$ cat config.mk
export PLATFORM = sky130hd
export DESIGN_NAME = midi_voice_allocator
export DESIGN_NICKNAME = d
export VERILOG_FILES = /design/src/hdl/mva_pkg.sv /design/src/hdl/mva_voice_mem.sv /design/src/hdl/mva_chan_mem.sv /design/src/hdl/midi_voice_allocator.sv
export SDC_FILE = /design/constraint.sdc
export NUM_CORES = 2
export LEC_CHECK = 0
export ABC_CLOCK_PERIOD_IN_PS = 11120
export BUFFER_PORTS_ARGS = -buffer_cell sky130_fd_sc_hd__clkbuf_2
export CAP_MARGIN = 20
export CORE_MARGIN = 4
export CORE_UTILIZATION = 45
export DETAILED_ROUTE_END_ITERATION = 10
export PLACE_DENSITY_LB_ADDON = 0.2
export SYNTH_ARGS = -nofsm -noshare
export SYNTH_HDL_FRONTEND = slang
export SYNTH_HIERARCHICAL = 1
export SYNTH_SLANG_ARGS = --single-unit
$ cat constraint.sdc
create_clock -name aclk -period 11.12 [get_ports aclk]
set_input_delay 1.112 -clock aclk [delete_from_list [all_inputs] [get_ports aclk]]
set_output_delay 1.112 -clock aclk [all_outputs]
set_load 0.05 [all_outputs]
$ cat src/hdl/mva_pkg.sv
// Shared types and constants of the MIDI voice allocator.
package mva_pkg;

    localparam int CHANNELS_FIXED = 16;
    localparam int CH_W           = 4;
    localparam int OWNER_W        = 5;
    localparam int NOTE_W         = 7;
    localparam int BYTE7_W        = 7;
    localparam int DEPTH_W        = 14;
    localparam int BEND_W         = 15;
    localparam int PROD_W         = 30;
    localparam int BEND_SHIFT     = 13;

    localparam logic [OWNER_W-1:0] FREE_OWNER   = 5'h1F;
    localparam logic [BYTE7_W-1:0] RPN_RESET    = 7'h7F;
    localparam logic [DEPTH_W-1:0] DEPTH_RESET  = 14'h0200;
    localparam logic [BEND_W-1:0]  BEND_CENTRE  = 15'h2000;
    localparam logic signed [PROD_W-1:0] BEND_ROUND = 30'sd4096;

    localparam logic [BYTE7_W-1:0] CC_DATA_ENTRY = 7'h06;
    localparam logic [BYTE7_W-1:0] CC_RPN_LSB    = 7'h64;
    localparam logic [BYTE7_W-1:0] CC_RPN_MSB    = 7'h65;

    localparam logic [3:0] KIND_NOTE_OFF = 4'h8;
    localparam logic [3:0] KIND_NOTE_ON  = 4'h9;
    localparam logic [3:0] KIND_CTRL     = 4'hB;
    localparam logic [3:0] KIND_PROGRAM  = 4'hC;
    localparam logic [3:0] KIND_BEND     = 4'hE;

    typedef enum logic [1:0] {
        CMD_STOP = 2'd0,
        CMD_PLAY = 2'd1,
        CMD_BEND = 2'd2
    } cmd_t;

    typedef struct packed {
        logic [OWNER_W-1:0] owner;
        logic [NOTE_W-1:0]  note;
    } voice_tag_t;

    localparam voice_tag_t VOICE_TAG_RESET = '{owner: FREE_OWNER, note: '0};

    typedef struct packed {
        logic [BYTE7_W-1:0]       program_no;
        logic [BYTE7_W-1:0]       rpn_lsb;
        logic [BYTE7_W-1:0]       rpn_msb;
        logic [DEPTH_W-1:0]       depth;
        logic signed [BEND_W-1:0] bend;
    } chan_entry_t;

    localparam chan_entry_t CHAN_RESET = '{
        program_no: '0,
        rpn_lsb:    RPN_RESET,
        rpn_msb:    RPN_RESET,
        depth:      DEPTH_RESET,
        bend:       '0
    };

endpackage

$ cat src/hdl/mva_voice_mem.sv
// Voice state memory: owner, note and age per voice, with reset valid bits.
module mva_voice_mem #(
    parameter int VOICES   = 24,
    parameter int AGE_BITS = 32,
    localparam int IDX_W   = (VOICES > 1) ? $clog2(VOICES) : 1
) (
    input  logic                  aclk,
    input  logic                  aresetn,
    input  logic                  rd_en,
    input  logic [IDX_W-1:0]      rd_addr,
    output mva_pkg::voice_tag_t   rd_tag,
    output logic [AGE_BITS-1:0]   rd_age,
    input  logic                  wr_en,
    input  logic [IDX_W-1:0]      wr_addr,
    input  mva_pkg::voice_tag_t   wr_tag,
    input  logic [AGE_BITS-1:0]   wr_age
);
    import mva_pkg::*;

    voice_tag_t          tag_mem [VOICES];
    logic [AGE_BITS-1:0] age_mem [VOICES];
    logic [VOICES-1:0]   vld_reg;
    voice_tag_t          rd_tag_reg;
    logic [AGE_BITS-1:0] rd_age_reg;

    always_ff @(posedge aclk) begin
        if (!aresetn) begin
            vld_reg <= '0;
        end else if (wr_en) begin
            vld_reg[wr_addr] <= 1'b1;
        end
    end

    always_ff @(posedge aclk) begin
        if (wr_en) begin
            tag_mem[wr_addr] <= wr_tag;
            age_mem[wr_addr] <= wr_age;
        end
    end

    always_ff @(posedge aclk) begin
        if (rd_en) begin
            if (vld_reg[rd_addr]) begin
                rd_tag_reg <= tag_mem[rd_addr];
                rd_age_reg <= age_mem[rd_addr];
            end else begin
                rd_tag_reg <= VOICE_TAG_RESET;
                rd_age_reg <= '0;
            end
        end
    end

    assign rd_tag = rd_tag_reg;
    assign rd_age = rd_age_reg;

endmodule

$ cat src/hdl/mva_chan_mem.sv
// Per-channel memory: program, RPN select, bend depth and scaled bend.
module mva_chan_mem (
    input  logic                   aclk,
    input  logic                   aresetn,
    input  logic                   rd_en,
    input  logic [3:0]             rd_addr,
    output mva_pkg::chan_entry_t   rd_data,
    input  logic                   wr_en,
    input  logic [3:0]             wr_addr,
    input  mva_pkg::chan_entry_t   wr_data
);
    import mva_pkg::*;

    chan_entry_t                 mem [CHANNELS_FIXED];
    logic [CHANNELS_FIXED-1:0]   vld_reg;
    chan_entry_t                 rd_data_reg;

    always_ff @(posedge aclk) begin
        if (!aresetn) begin
            vld_reg <= '0;
        end else if (wr_en) begin
            vld_reg[wr_addr] <= 1'b1;
        end
    end

    always_ff @(posedge aclk) begin
        if (wr_en) begin
            mem[wr_addr] <= wr_data;
        end
    end

    always_ff @(posedge aclk) begin
        if (rd_en) begin
            rd_data_reg <= vld_reg[rd_addr] ? mem[rd_addr] : CHAN_RESET;
        end
    end

    assign rd_data = rd_data_reg;

endmodule

$ cat src/hdl/midi_voice_allocator.sv
// MIDI voice allocator: sequencer, bend multiplier and output register.
// Sequence: note-on ends in ST_PLAY, note-off in ST_OFF and pitch bend in ST_BLAST, each
// waiting on output stalls; controller and program change end in ST_CHAN.
// Throughput: one item at a time; each note or bend item scans the voice memory once,
// one voice per cycle, except while a bend scan stalls on a busy output register.
// Reset: synchronous, active low; valid bits return both memories to their reset contents.
module midi_voice_allocator #(
    parameter int VOICES   = 24,
    parameter int CHANNELS = 16,
    parameter int AGE_BITS = 32
) (
    input  logic        aclk,
    input  logic        aresetn,
    input  logic        s_tvalid,
    output logic        s_tready,
    input  logic [23:0] s_tdata,   // status[7:0], data1[14:8], data2[21:15]
    output logic        m_tvalid,
    input  logic        m_tready,
    output logic [47:0] m_tdata,   // voice[4:0], channel[8:5], program_res[15:9],
                                   // note[22:16], velocity[29:23], bend[44:30]
    output logic [1:0]  m_tuser,   // command[1:0]
    output logic        m_tlast
);
    import mva_pkg::*;

    localparam int IDX_W = (VOICES > 1) ? $clog2(VOICES) : 1;
    localparam logic [IDX_W-1:0] LAST_IDX = IDX_W'(VOICES - 1);
    localparam int CH_IDX_W = $clog2(CHANNELS);

    typedef enum logic [8:0] {
        ST_IDLE  = 9'b000000001,
        ST_CHAN  = 9'b000000010,
        ST_BMUL  = 9'b000000100,
        ST_BWR   = 9'b000001000,
        ST_SCAN  = 9'b000010000,
        ST_OFF   = 9'b000100000,
        ST_STOP  = 9'b001000000,
        ST_PLAY  = 9'b010000000,
        ST_BLAST = 9'b100000000
    } state_t;

    typedef enum logic [2:0] {
        OP_NONE,
        OP_OFF,
        OP_ON,
        OP_CTRL,
        OP_PROG,
        OP_BEND
    } op_t;

    state_t state_reg, state_next;
    op_t    op_reg, op_next, op_dec;
    logic [CH_IDX_W-1:0] ch_reg, ch_next;
    logic [6:0] d1_reg, d1_next, d2_reg, d2_next;

    logic [IDX_W-1:0]    idx_reg, idx_next;
    logic                held_found_reg, held_found_next;
    logic [IDX_W-1:0]    held_idx_reg, held_idx_next;
    logic [AGE_BITS-1:0] held_age_reg, held_age_next;
    logic                free_found_reg, free_found_next;
    logic [IDX_W-1:0]    free_idx_reg, free_idx_next;
    logic [AGE_BITS-1:0] free_age_reg, free_age_next;
    logic [IDX_W-1:0]    min_idx_reg, min_idx_next;
    logic [AGE_BITS-1:0] min_age_reg, min_age_next;
    logic                pend_valid_reg, pend_valid_next;
    logic [IDX_W-1:0]    pend_idx_reg, pend_idx_next;
    logic [AGE_BITS-1:0] touch_reg, touch_next;

    logic signed [PROD_W-1:0] prod_reg, prod_next;
    logic signed [BEND_W-1:0] bend_reg, bend_next;

    logic              m_valid_reg, m_valid_next;
    cmd_t              m_cmd_reg, m_cmd_next;
    logic [4:0]        m_voice_reg, m_voice_next;
    logic [3:0]        m_chan_reg, m_chan_next;
    logic [6:0]        m_prog_reg, m_prog_next;
    logic [6:0]        m_note_reg, m_note_next;
    logic [6:0]        m_vel_reg, m_vel_next;
    logic [BEND_W-1:0] m_bend_reg, m_bend_next;
    logic              m_last_reg, m_last_next;

    logic                v_rd_en;
    logic [IDX_W-1:0]    v_rd_addr;
    voice_tag_t          v_tag;
    logic [AGE_BITS-1:0] v_age;
    logic                v_wr_en;
    logic [IDX_W-1:0]    v_wr_addr;
    voice_tag_t          v_wr_tag;
    logic [AGE_BITS-1:0] v_wr_age;

    logic        c_rd_en;
    chan_entry_t c_rd;
    logic        c_wr_en;
    chan_entry_t c_wr;

    logic       accept;
    logic       out_free;
    logic       emit;
    cmd_t       e_cmd;
    logic [IDX_W-1:0] e_voice;
    logic [6:0] e_note, e_vel;
    logic [BEND_W-1:0] e_bend;
    logic       e_last;
    logic       owned, held, stall, is_last;
    logic [IDX_W-1:0] sel_idx;
    logic signed [BEND_W-1:0] bend_off, depth_s;
    logic signed [PROD_W-1:0] bend_sum;
    logic [AGE_BITS-1:0] touch_inc;

    mva_voice_mem #(
        .VOICES   (VOICES),
        .AGE_BITS (AGE_BITS)
    ) u_voice_mem (
        .aclk    (aclk),
        .aresetn (aresetn),
        .rd_en   (v_rd_en),
        .rd_addr (v_rd_addr),
        .rd_tag  (v_tag),
        .rd_age  (v_age),
        .wr_en   (v_wr_en),
        .wr_addr (v_wr_addr),
        .wr_tag  (v_wr_tag),
        .wr_age  (v_wr_age)
    );

    mva_chan_mem u_chan_mem (
        .aclk    (aclk),
        .aresetn (aresetn),
        .rd_en   (c_rd_en),
        .rd_addr (ch_next),
        .rd_data (c_rd),
        .wr_en   (c_wr_en),
        .wr_addr (ch_reg),
        .wr_data (c_wr)
    );

    assign s_tready = (state_reg == ST_IDLE);
    assign accept   = s_tvalid && s_tready;
    assign out_free = !m_valid_reg || m_tready;

    always_comb begin
        case (s_tdata[7:4])
            KIND_NOTE_OFF: op_dec = OP_OFF;
            KIND_NOTE_ON:  op_dec = (s_tdata[21:15] == 7'd0) ? OP_OFF : OP_ON;
            KIND_CTRL:     op_dec = OP_CTRL;
            KIND_PROGRAM:  op_dec = OP_PROG;
            KIND_BEND:     op_dec = OP_BEND;
            default:       op_dec = OP_NONE;
        endcase
    end

    assign bend_off  = $signed({1'b0, d2_reg, d1_reg} - BEND_CENTRE);
    assign depth_s   = $signed({1'b0, c_rd.depth});
    assign bend_sum  = prod_reg + BEND_ROUND;
    assign touch_inc = touch_reg + AGE_BITS'(1);

    assign owned   = (v_tag.owner == OWNER_W'(ch_reg));
    assign held    = owned && (v_tag.note == d1_reg);
    assign stall   = (op_reg == OP_BEND) && owned && pend_valid_reg && !out_free;
    assign is_last = (idx_reg == LAST_IDX);
    assign sel_idx = held_found_reg ? held_idx_reg :
                     (free_found_reg ? free_idx_reg : min_idx_reg);

    always_comb begin
        state_next      = state_reg;
        op_next         = op_reg;
        ch_next         = ch_reg;
        d1_next         = d1_reg;
        d2_next         = d2_reg;
        idx_next        = idx_reg;
        held_found_next = held_found_reg;
        held_idx_next   = held_idx_reg;
        held_age_next   = held_age_reg;
        free_found_next = free_found_reg;
        free_idx_next   = free_idx_reg;
        free_age_next   = free_age_reg;
        min_idx_next    = min_idx_reg;
        min_age_next    = min_age_reg;
        pend_valid_next = pend_valid_reg;
        pend_idx_next   = pend_idx_reg;
        touch_next      = touch_reg;
        prod_next       = prod_reg;
        bend_next       = bend_reg;

        v_rd_en   = 1'b0;
        v_rd_addr = '0;
        v_wr_en   = 1'b0;
        v_wr_addr = sel_idx;
        v_wr_tag  = '{owner: OWNER_W'(ch_reg), note: d1_reg};
        v_wr_age  = touch_inc;
        c_rd_en   = 1'b0;
        c_wr_en   = 1'b0;
        c_wr      = c_rd;

        emit    = 1'b0;
        e_cmd   = CMD_STOP;
        e_voice = sel_idx;
        e_note  = '0;
        e_vel   = '0;
        e_bend  = '0;
        e_last  = 1'b0;

        case (state_reg)
            ST_IDLE: begin
                if (accept) begin
                    op_next    = op_dec;
                    ch_next    = s_tdata[3:0];
                    d1_next    = s_tdata[14:8];
                    d2_next    = s_tdata[21:15];
                    c_rd_en    = 1'b1;
                    state_next = ST_CHAN;
                end
            end
            ST_CHAN: begin
                bend_next       = c_rd.bend;
                idx_next        = '0;
                held_found_next = 1'b0;
                free_found_next = 1'b0;
                pend_valid_next = 1'b0;
                v_rd_addr       = '0;
                case (op_reg)
                    OP_CTRL: begin
                        if (d1_reg == CC_DATA_ENTRY) begin
                            if (c_rd.rpn_lsb == 7'd0 && c_rd.rpn_msb == 7'd0) begin
                                c_wr.depth = {d2_reg, 7'd0};
                            end
                        end else if (d1_reg == CC_RPN_LSB) begin
                            c_wr.rpn_lsb = d2_reg;
                        end else if (d1_reg == CC_RPN_MSB) begin
                            c_wr.rpn_msb = d2_reg;
                        end
                        c_wr_en    = 1'b1;
                        state_next = ST_IDLE;
                    end
                    OP_PROG: begin
                        c_wr.program_no = d1_reg;
                        c_wr_en         = 1'b1;
                        state_next      = ST_IDLE;
                    end
                    OP_BEND: begin
                        state_next = ST_BMUL;
                    end
                    OP_ON, OP_OFF: begin
                        v_rd_en    = 1'b1;
                        state_next = ST_SCAN;
                    end
                    default: begin
                        state_next = ST_IDLE;
                    end
                endcase
            end
            ST_BMUL: begin
                prod_next  = PROD_W'(bend_off) * PROD_W'(depth_s);
                state_next = ST_BWR;
            end
            ST_BWR: begin
                bend_next  = bend_sum[BEND_SHIFT+BEND_W-1:BEND_SHIFT];
                c_wr.bend  = bend_sum[BEND_SHIFT+BEND_W-1:BEND_SHIFT];
                c_wr_en    = 1'b1;
                v_rd_en    = 1'b1;
                v_rd_addr  = '0;
                state_next = ST_SCAN;
            end
            ST_SCAN: begin
                v_rd_en   = 1'b1;
                v_rd_addr = (stall || is_last) ? idx_reg : idx_reg + IDX_W'(1);
                if (!stall) begin
                    if (held && !held_found_reg) begin
                        held_found_next = 1'b1;
                        held_idx_next   = idx_reg;
                        held_age_next   = v_age;
                    end
                    if (v_tag.owner == FREE_OWNER &&
                        (!free_found_reg || v_age < free_age_reg)) begin
                        free_found_next = 1'b1;
                        free_idx_next   = idx_reg;
                        free_age_next   = v_age;
                    end
                    if (idx_reg == '0 || v_age < min_age_reg) begin
                        min_idx_next = idx_reg;
                        min_age_next = v_age;
                    end
                    if (op_reg == OP_BEND && owned) begin
                        if (pend_valid_reg) begin
                            emit    = 1'b1;
                            e_cmd   = CMD_BEND;
                            e_voice = pend_idx_reg;
                            e_bend  = bend_reg;
                        end
                        pend_valid_next = 1'b1;
                        pend_idx_next   = idx_reg;
                    end
                    if (is_last) begin
                        case (op_reg)
                            OP_OFF:  state_next = ST_OFF;
                            OP_ON:   state_next = ST_STOP;
                            default: state_next = ST_BLAST;
                        endcase
                    end else begin
                        idx_next = idx_reg + IDX_W'(1);
                    end
                end
            end
            ST_OFF: begin
                if (!held_found_reg) begin
                    state_next = ST_IDLE;
                end else if (out_free) begin
                    emit       = 1'b1;
                    e_cmd      = CMD_STOP;
                    e_voice    = held_idx_reg;
                    e_last     = 1'b1;
                    v_wr_en    = 1'b1;
                    v_wr_addr  = held_idx_reg;
                    v_wr_tag   = '{owner: FREE_OWNER, note: d1_reg};
                    v_wr_age   = held_age_reg;
                    state_next = ST_IDLE;
                end
            end
            ST_STOP: begin
                if (!held_found_reg) begin
                    state_next = ST_PLAY;
                end else if (out_free) begin
                    emit       = 1'b1;
                    e_cmd      = CMD_STOP;
                    e_voice    = held_idx_reg;
                    state_next = ST_PLAY;
                end
            end
            ST_PLAY: begin
                if (out_free) begin
                    emit       = 1'b1;
                    e_cmd      = CMD_PLAY;
                    e_note     = d1_reg;
                    e_vel      = d2_reg;
                    e_bend     = bend_reg;
                    e_last     = 1'b1;
                    v_wr_en    = 1'b1;
                    touch_next = touch_inc;
                    state_next = ST_IDLE;
                end
            end
            ST_BLAST: begin
                if (!pend_valid_reg) begin
                    state_next = ST_IDLE;
                end else if (out_free) begin
                    emit       = 1'b1;
                    e_cmd      = CMD_BEND;
                    e_voice    = pend_idx_reg;
                    e_bend     = bend_reg;
                    e_last     = 1'b1;
                    state_next = ST_IDLE;
                end
            end
            default: begin
                state_next = ST_IDLE;
            end
        endcase
    end

    // output register; emit is only raised when the register is free
    always_comb begin
        m_valid_next = m_valid_reg && !m_tready;
        m_cmd_next   = m_cmd_reg;
        m_voice_next = m_voice_reg;
        m_chan_next  = m_chan_reg;
        m_prog_next  = m_prog_reg;
        m_note_next  = m_note_reg;
        m_vel_next   = m_vel_reg;
        m_bend_next  = m_bend_reg;
        m_last_next  = m_last_reg;
        if (emit) begin
            m_valid_next = 1'b1;
            m_cmd_next   = e_cmd;
            m_voice_next = 5'(e_voice);
            m_chan_next  = 4'(ch_reg);
            m_prog_next  = c_rd.program_no;
            m_note_next  = e_note;
            m_vel_next   = e_vel;
            m_bend_next  = e_bend;
            m_last_next  = e_last;
        end
    end

    always_ff @(posedge aclk) begin
        if (!aresetn) begin
            state_reg      <= ST_IDLE;
            m_valid_reg    <= 1'b0;
            touch_reg      <= '0;
            pend_valid_reg <= 1'b0;
        end else begin
            state_reg      <= state_next;
            m_valid_reg    <= m_valid_next;
            touch_reg      <= touch_next;
            pend_valid_reg <= pend_valid_next;
        end
    end

    always_ff @(posedge aclk) begin
        op_reg         <= op_next;
        ch_reg         <= ch_next;
        d1_reg         <= d1_next;
        d2_reg         <= d2_next;
        idx_reg        <= idx_next;
        held_found_reg <= held_found_next;
        held_idx_reg   <= held_idx_next;
        held_age_reg   <= held_age_next;
        free_found_reg <= free_found_next;
        free_idx_reg   <= free_idx_next;
        free_age_reg   <= free_age_next;
        min_idx_reg    <= min_idx_next;
        min_age_reg    <= min_age_next;
        pend_idx_reg   <= pend_idx_next;
        prod_reg       <= prod_next;
        bend_reg       <= bend_next;
        m_cmd_reg      <= m_cmd_next;
        m_voice_reg    <= m_voice_next;
        m_chan_reg     <= m_chan_next;
        m_prog_reg     <= m_prog_next;
        m_note_reg     <= m_note_next;
        m_vel_reg      <= m_vel_next;
        m_bend_reg     <= m_bend_next;
        m_last_reg     <= m_last_next;
    end

    assign m_tvalid = m_valid_reg;
    assign m_tuser  = m_cmd_reg;
    assign m_tlast  = m_last_reg;
    assign m_tdata  = {3'd0, m_bend_reg, m_vel_reg, m_note_reg, m_prog_reg,
                       m_chan_reg, m_voice_reg};

endmodule
Word-level counts from Yosys, hierarchy flattened
Memory sizes are Yosys's and may differ from the RTL's. A register that Yosys moved wholly into a read port is not among the register bits.
Cells that the tools add are included.
W data, S select, Z words.
- bits in writable memories: 1856
- memories kept: 3
- flip-flop bits (word level): 318
- memories (name ; depth ; width ; read ports ; clocked after memory_dff ; wr ports ; line ; RTL):
    u_chan_mem.mem ; 16 ; 50 ; 1 ; 1 ; 1 ; mva_chan_mem.sv:14 ; chan_entry_t mem [CHANNELS_FIXED];
    u_voice_mem.age_mem ; 24 ; 32 ; 1 ; 1 ; 1 ; mva_voice_mem.sv:21 ; logic [AGE_BITS-1:0] age_mem [VOICES];
    u_voice_mem.tag_mem ; 24 ; 12 ; 1 ; 1 ; 1 ; mva_voice_mem.sv:20 ; voice_tag_t tag_mem [VOICES];
- bitwise logic cells: 3
- multipliers: 1
- equality and inequality tests: 34
- magnitude comparators: 8
- add/subtract/negate cells: 4
- muxes and demuxes: 98
- reduce and logical (&&, ||, !) cells: 44
- operators by type and width (cell ; number):
    $mux W32 ; 3
    $mux W15 ; 6
    $pmux W9 S9 ; 1
    $mux W9 ; 8
    $mux W5 ; 14
    $lt A32 B32 Y1 ; 2
    $pmux W15 S3 ; 1
    $mux W14 ; 3
    $mux W12 ; 3
    $mux W35 ; 1
    $add A32 B1 Y32 const B ; 1
    $pmux W15 S2 ; 1
    $add A28 B14 Y28 const B ; 1
    $mul A15 B15 Y28 ; 1
    $mux W28 ; 1
    $mux W7 ; 4
    $mux W1 ; 26
    $or A24 B24 Y24 ; 1
    $reduce_and A3 Y1 ; 8
    $logic_not A7 Y1 ; 3
    $eq A4 B4 Y1 const B ; 5
    $pmux W5 S2 ; 2
    $pmux W9 S2 ; 1
    $or A16 B16 Y16 ; 1
    47 further kinds ; 94

Logic depth before layout (Yosys ltp)
- word-level depth: 10
- gate-level depth with buffers: 23
- gate-level depth less buffers: 21

Modules after synthesis
Netlist, hierarchy kept.
- by module, submodules not included (module ; sequential area each (sq um) ; times used ; area an instance (sq um) ; cells each):
    mva_voice_mem ; 33512.1 ; 1 ; 42289.3 ; 1810
    mva_chan_mem ; 25844.8 ; 1 ; 32090.8 ; 1342
    midi_voice_allocator ; 7517.2 ; 1 ; 20273.2 ; 1948

Worst setup path before layout
OpenSTA, ideal clock, no wires.
- path kind: flip-flop to flip-flop
- from: register d1_reg[1]
- to: register prod_reg[27], data pin
- data required time: 10860 ps
- clock period less this slack: 6244 ps
- data arrival time: 5984 ps
- stages on the path, launching flop included: 21
- path slack: 4876 ps
- library setup time: 260 ps
- path through: edfxtp_1 > clkbuf_1 > clkbuf_1 > nand2_1 > fa_1 > fa_1 > fa_1 > inv_1 > fa_1 > fa_1 > inv_1 > fa_1 > inv_1 > ha_1 > nand2_1 > o21a_1 > a31o_2 > a311oi_1 > nor4_1 > nor3_1 > xnor2_1
- longest elaborated chain between the ends: 2
- RTL lines (what ; line ; RTL):
    start: declaration ; midi_voice_allocator.sv:54 ; logic [6:0] d1_reg, d1_next, d2_reg, d2_next;
    start signal: assignment ; midi_voice_allocator.sv:401 ; d1_reg <= d1_next;
    $sub A14 B14 Y15 ; midi_voice_allocator.sv:152 ; assign bend_off = $signed({1'b0, d2_reg, d1_reg} - BEND_CENTRE);
    $mul A15 B15 Y28 ; midi_voice_allocator.sv:253 ; prod_next = PROD_W'(bend_off) * PROD_W'(depth_s);
    end signal: assignment ; midi_voice_allocator.sv:413 ; prod_reg <= prod_next;
    end: declaration ; midi_voice_allocator.sv:69 ; logic signed [PROD_W-1:0] prod_reg, prod_next;
No other way between the ends.
A chain may end at the register's enable or synchronous reset.

Worst setup path after layout
- from: register d1_reg[3]
- to: register prod_reg[27], data pin
The elaborated chain is that of the path after synthesis.

==> flow_metrics.py <==
metrics = {
    "timing": {
        "fmaxAchievable_ghz": 0.146,
        "setup_viol": 0,
        "setup_tns_ns": 0,
        "fin_ws_ns": 4.26,
        "period_share": 0.617,
        "slew_headroom": 0.219,
        "final-hold-violation-count": 0,
        "final_max_slew_viol_count": 0,
        "worst_slew_pin_slew_ns": 1.17,
        "fin_worst_skew_ns": 0.0819,
        "grt_setup_unrepaired": "false",
        "layout_min_cycle_time_ns": 6.86,
    },
    "placed_design": {
        "dpl_cell_area_mm2": 0.0991,
        "place_ws_ns": 4.21,
        "dp_hpwl_um": 128000,
        "port_buffers": 75,
        "gp_congestion": 0.808,
    },
    "setup_path": {
        "crit_fanout": 23,
        "rrSetupSlack_ns": 4.26,
        "cp.arrival_ns": 7.41,
        "cp-start-kind": "register",
        "worstReg2RegEnd": "prod_reg[27]",
        "crit_required_ns": 11.66,
        "r2r_cells": 20,
        "reg2reg_from": "d1_reg[3]",
        "critPathCaptureType": "register",
        "path_class": "register to register",
    },
    "drt": {
        "drt-initial-drc-count": 5055,
        "vias": 48800,
        "wirelength_um": 238000,
        "vias_per_cell": 5.86,
        "routedWlPerCell_um": 28.6,
        "post-route-drc-count": 0,
        "first_pass_iters": 5,
        "ant_nets": 0,
    },
    "logic_synthesis": {
        "ys.warnings.count": 6,
        "synth_area_per_cell_um2": 18.6,
        "netlist_instances": 5100,
        "synthTopCellsByArea": "edfxtp_1 (69%), mux4_2 (11%), fa_1 (4.0%), dfxtp_1 (1.8%), ha_1 (1.7%)",
        "postSynth.asyncResetShare": 0,
        "yosys.area.top_type": "edfxtp_1",
        "ys.flop_type": "edfxtp_1",
        "syn_area_mm2": 0.0947,
        "yosysSeqAreaShare": 0.707,
        "synth_seq_cells": 2256,
        "synthDistinctLibCells": 79,
        "synth_top_area_frac": 0.688,
        "synth-edff-count": 2169,
    },
    "cts": {
        "clock_sinks": 2256,
        "clk_latency_ns": 0.86,
        "clock_path_buffers": 3,
        "ctsResizeCount": 0,
        "cts_root_buffer": "clkbuf_16",
        "cts_tree": "yes",
        "path_clk_slew_ns": 0.06,
        "ctsHoldBuffers": 0,
        "cts_buffers": 224,
        "htree_levels": 4,
        "cts_setup_buffers": 0,
    },
    "min_path": {
        "holdPathEnd": "m_prog_reg[4]",
        "hp-class": "register to register",
        "whs_path_depth": 0,
        "min_from": "u_chan_mem/rd_data[47]",
    },
    "die": {
        "die_y_um": 467,
        "core_area_mm2": 0.209,
        "io_pins": 81,
        "rows": 168,
        "initial_core_util": 0.452,
        "dieArea_mm2": 0.218,
        "die_w_um": 467,
    },
    "power_and_ir_drop": {
        "ir_drop_mv": 0.879,
        "power-per-cell-area_mw_per_mm2": 237,
        "leakage_nw": 32.8,
    },
    "cells_and_area": {
        "top_register": "u_chan_mem/mem",
        "top_regs": "u_chan_mem/mem x800, u_voice_mem/age_mem x768, u_voice_mem/tag_mem x288",
        "drive_above_1_share": 0.217,
        "fin_area_mm2": 0.106,
        "finish.net_count": 5674,
        "largest_reg_flops": 800,
        "area_growth_pct": 12.4,
    },
    "flow_run": {
        "maxCapViolations": 0,
    },
    "grt": {
        "grt_overflow": 0,
        "grt_max_degree": 93,
        "grt_pass1_vias": 49400,
        "antenna_found_initial": 13,
        "grtUsageTotal": 0.218,
        "grt_pass1_wl_um": 344000,
    },
    "status": {
        "status": "completed",
    },
}
[synth_stat cells, types with 76 or more instances]
cell type and instances:
a21oi_1 103, a22oi_1 143, and2_1 159, buf_2 76
clkbuf_1 137, dfxtp_1 87, edfxtp_1 2169, fa_1 189
ha_1 131, inv_1 310, mux2_2 76, mux4_2 464
nand2_1 217, nor2_1 149, o21ai_0 81
[where the power goes]
part	internal [W]	switching, W	total, W
logic	0.00351	0.00458	0.00809
registers	0.00974	0.0000505	0.00980
clock network	0.00414	0.00319	0.00733
total	0.0174	0.00782	0.0252
[logic make-up after synthesis]
group,Yosys count,share of synthesized area
XOR/XNOR,111,0.0103
multiplexers,562,0.122
AO/OA/AOI/OAI,517,0.0365
other,1,0.0000396
adder cells (fa/ha/maj),320,0.0573
flip-flops,2256,0.707
buffers and inverters,557,0.0242
AND/OR/NAND/NOR,776,0.0427
[per-layer routing]
metal,global-route usage,up-vias,part of all wire,wire [µm]
li1,-,20400,-,-
met1,0.320,26100,0.43,102000
met2,0.336,1930,0.46,110000
met3,0.0416,317,0.082,19500
met4,0.0610,0,0.025,5920
met5,0,-,0,0
[placed cells by master, fill, tap and decap left out, types with 54 or more instances in the layout]
| cell type | n |
|---|---|
| edfxtp_1 | 2169 |
| buf_4 | 158 |
| nand2_1 | 216 |
| nor2_1 | 106 |
| ha_1 | 131 |
| xor2_1 | 57 |
| clkbuf_16 | 227 |
| inv_1 | 310 |
| and2_1 | 157 |
| xnor2_1 | 54 |
| fa_1 | 189 |
| mux2_2 | 74 |
| clkbuf_2 | 76 |
| a21oi_1 | 99 |
| a22oi_1 | 143 |
| mux4_2 | 464 |
| dfxtp_1 | 87 |
[worst max-delay path by stage]
| stage | from | end | cells past startpoint |
|---|---|---|---|
| 6_report | d1_reg[3] | prod_reg[27] | 20 |
| 5_1_grt | d1_reg[3] | prod_reg[27] | 19 |
| 4_1_cts | d1_reg[3] | prod_reg[27] | 20 |
| 3_5_place_dp | d1_reg[3] | prod_reg[27] | 20 |
| 3_3_place_gp | m_tready | u_voice_mem/rd_age[15] | 13 |
| 2_1_floorplan | d1_reg[1] | prod_reg[27] | 20 |
[per-stage QoR]
stage / power (W) / instances / util / hold slack (ns)
after global routing: 0.0269 / 8313 / 0.508 / 0.412
after floorplan: 0.0162 / 5102 / - / 0.420
after global placement: 0.0181 / 7886 / 0.473 / 0.432
after CTS: 0.0255 / 8295 / 0.508 / 0.390
after detailed placement: 0.0181 / 7890 / 0.474 / 0.450
final: 0.0252 / 8316 / 0.508 / 0.443
[worst max-delay path: stages, from the launching register on]
cell	delay, ns
edfxtp_1	0.66
buf_4	0.38
and2_1	0.24
fa_1	0.55
inv_1	0.06
fa_1	0.48
inv_1	0.06
fa_1	0.50
fa_1	0.53
fa_1	0.58
inv_1	0.07
fa_1	0.54
inv_1	0.05
ha_1	0.36
nand2_1	0.07
o21a_1	0.23
a31o_2	0.22
a311oi_1	0.55
nor4_1	0.10
nor3_1	0.27
xnor2_1	0.10
[area by class of cell]
class                      instances  area, µm²
fill                           17000     103000
sequential                      2256      66900
multi-input combinational       2289      26000
clock buffer                     283       5960
tap                             2805       3510
timing repair buffer             243       1740
inverter                         312       1170
clock inverter                   122       1160
antenna                            6       15.0
Note: power is estimated with default switching activity, not from simulation.
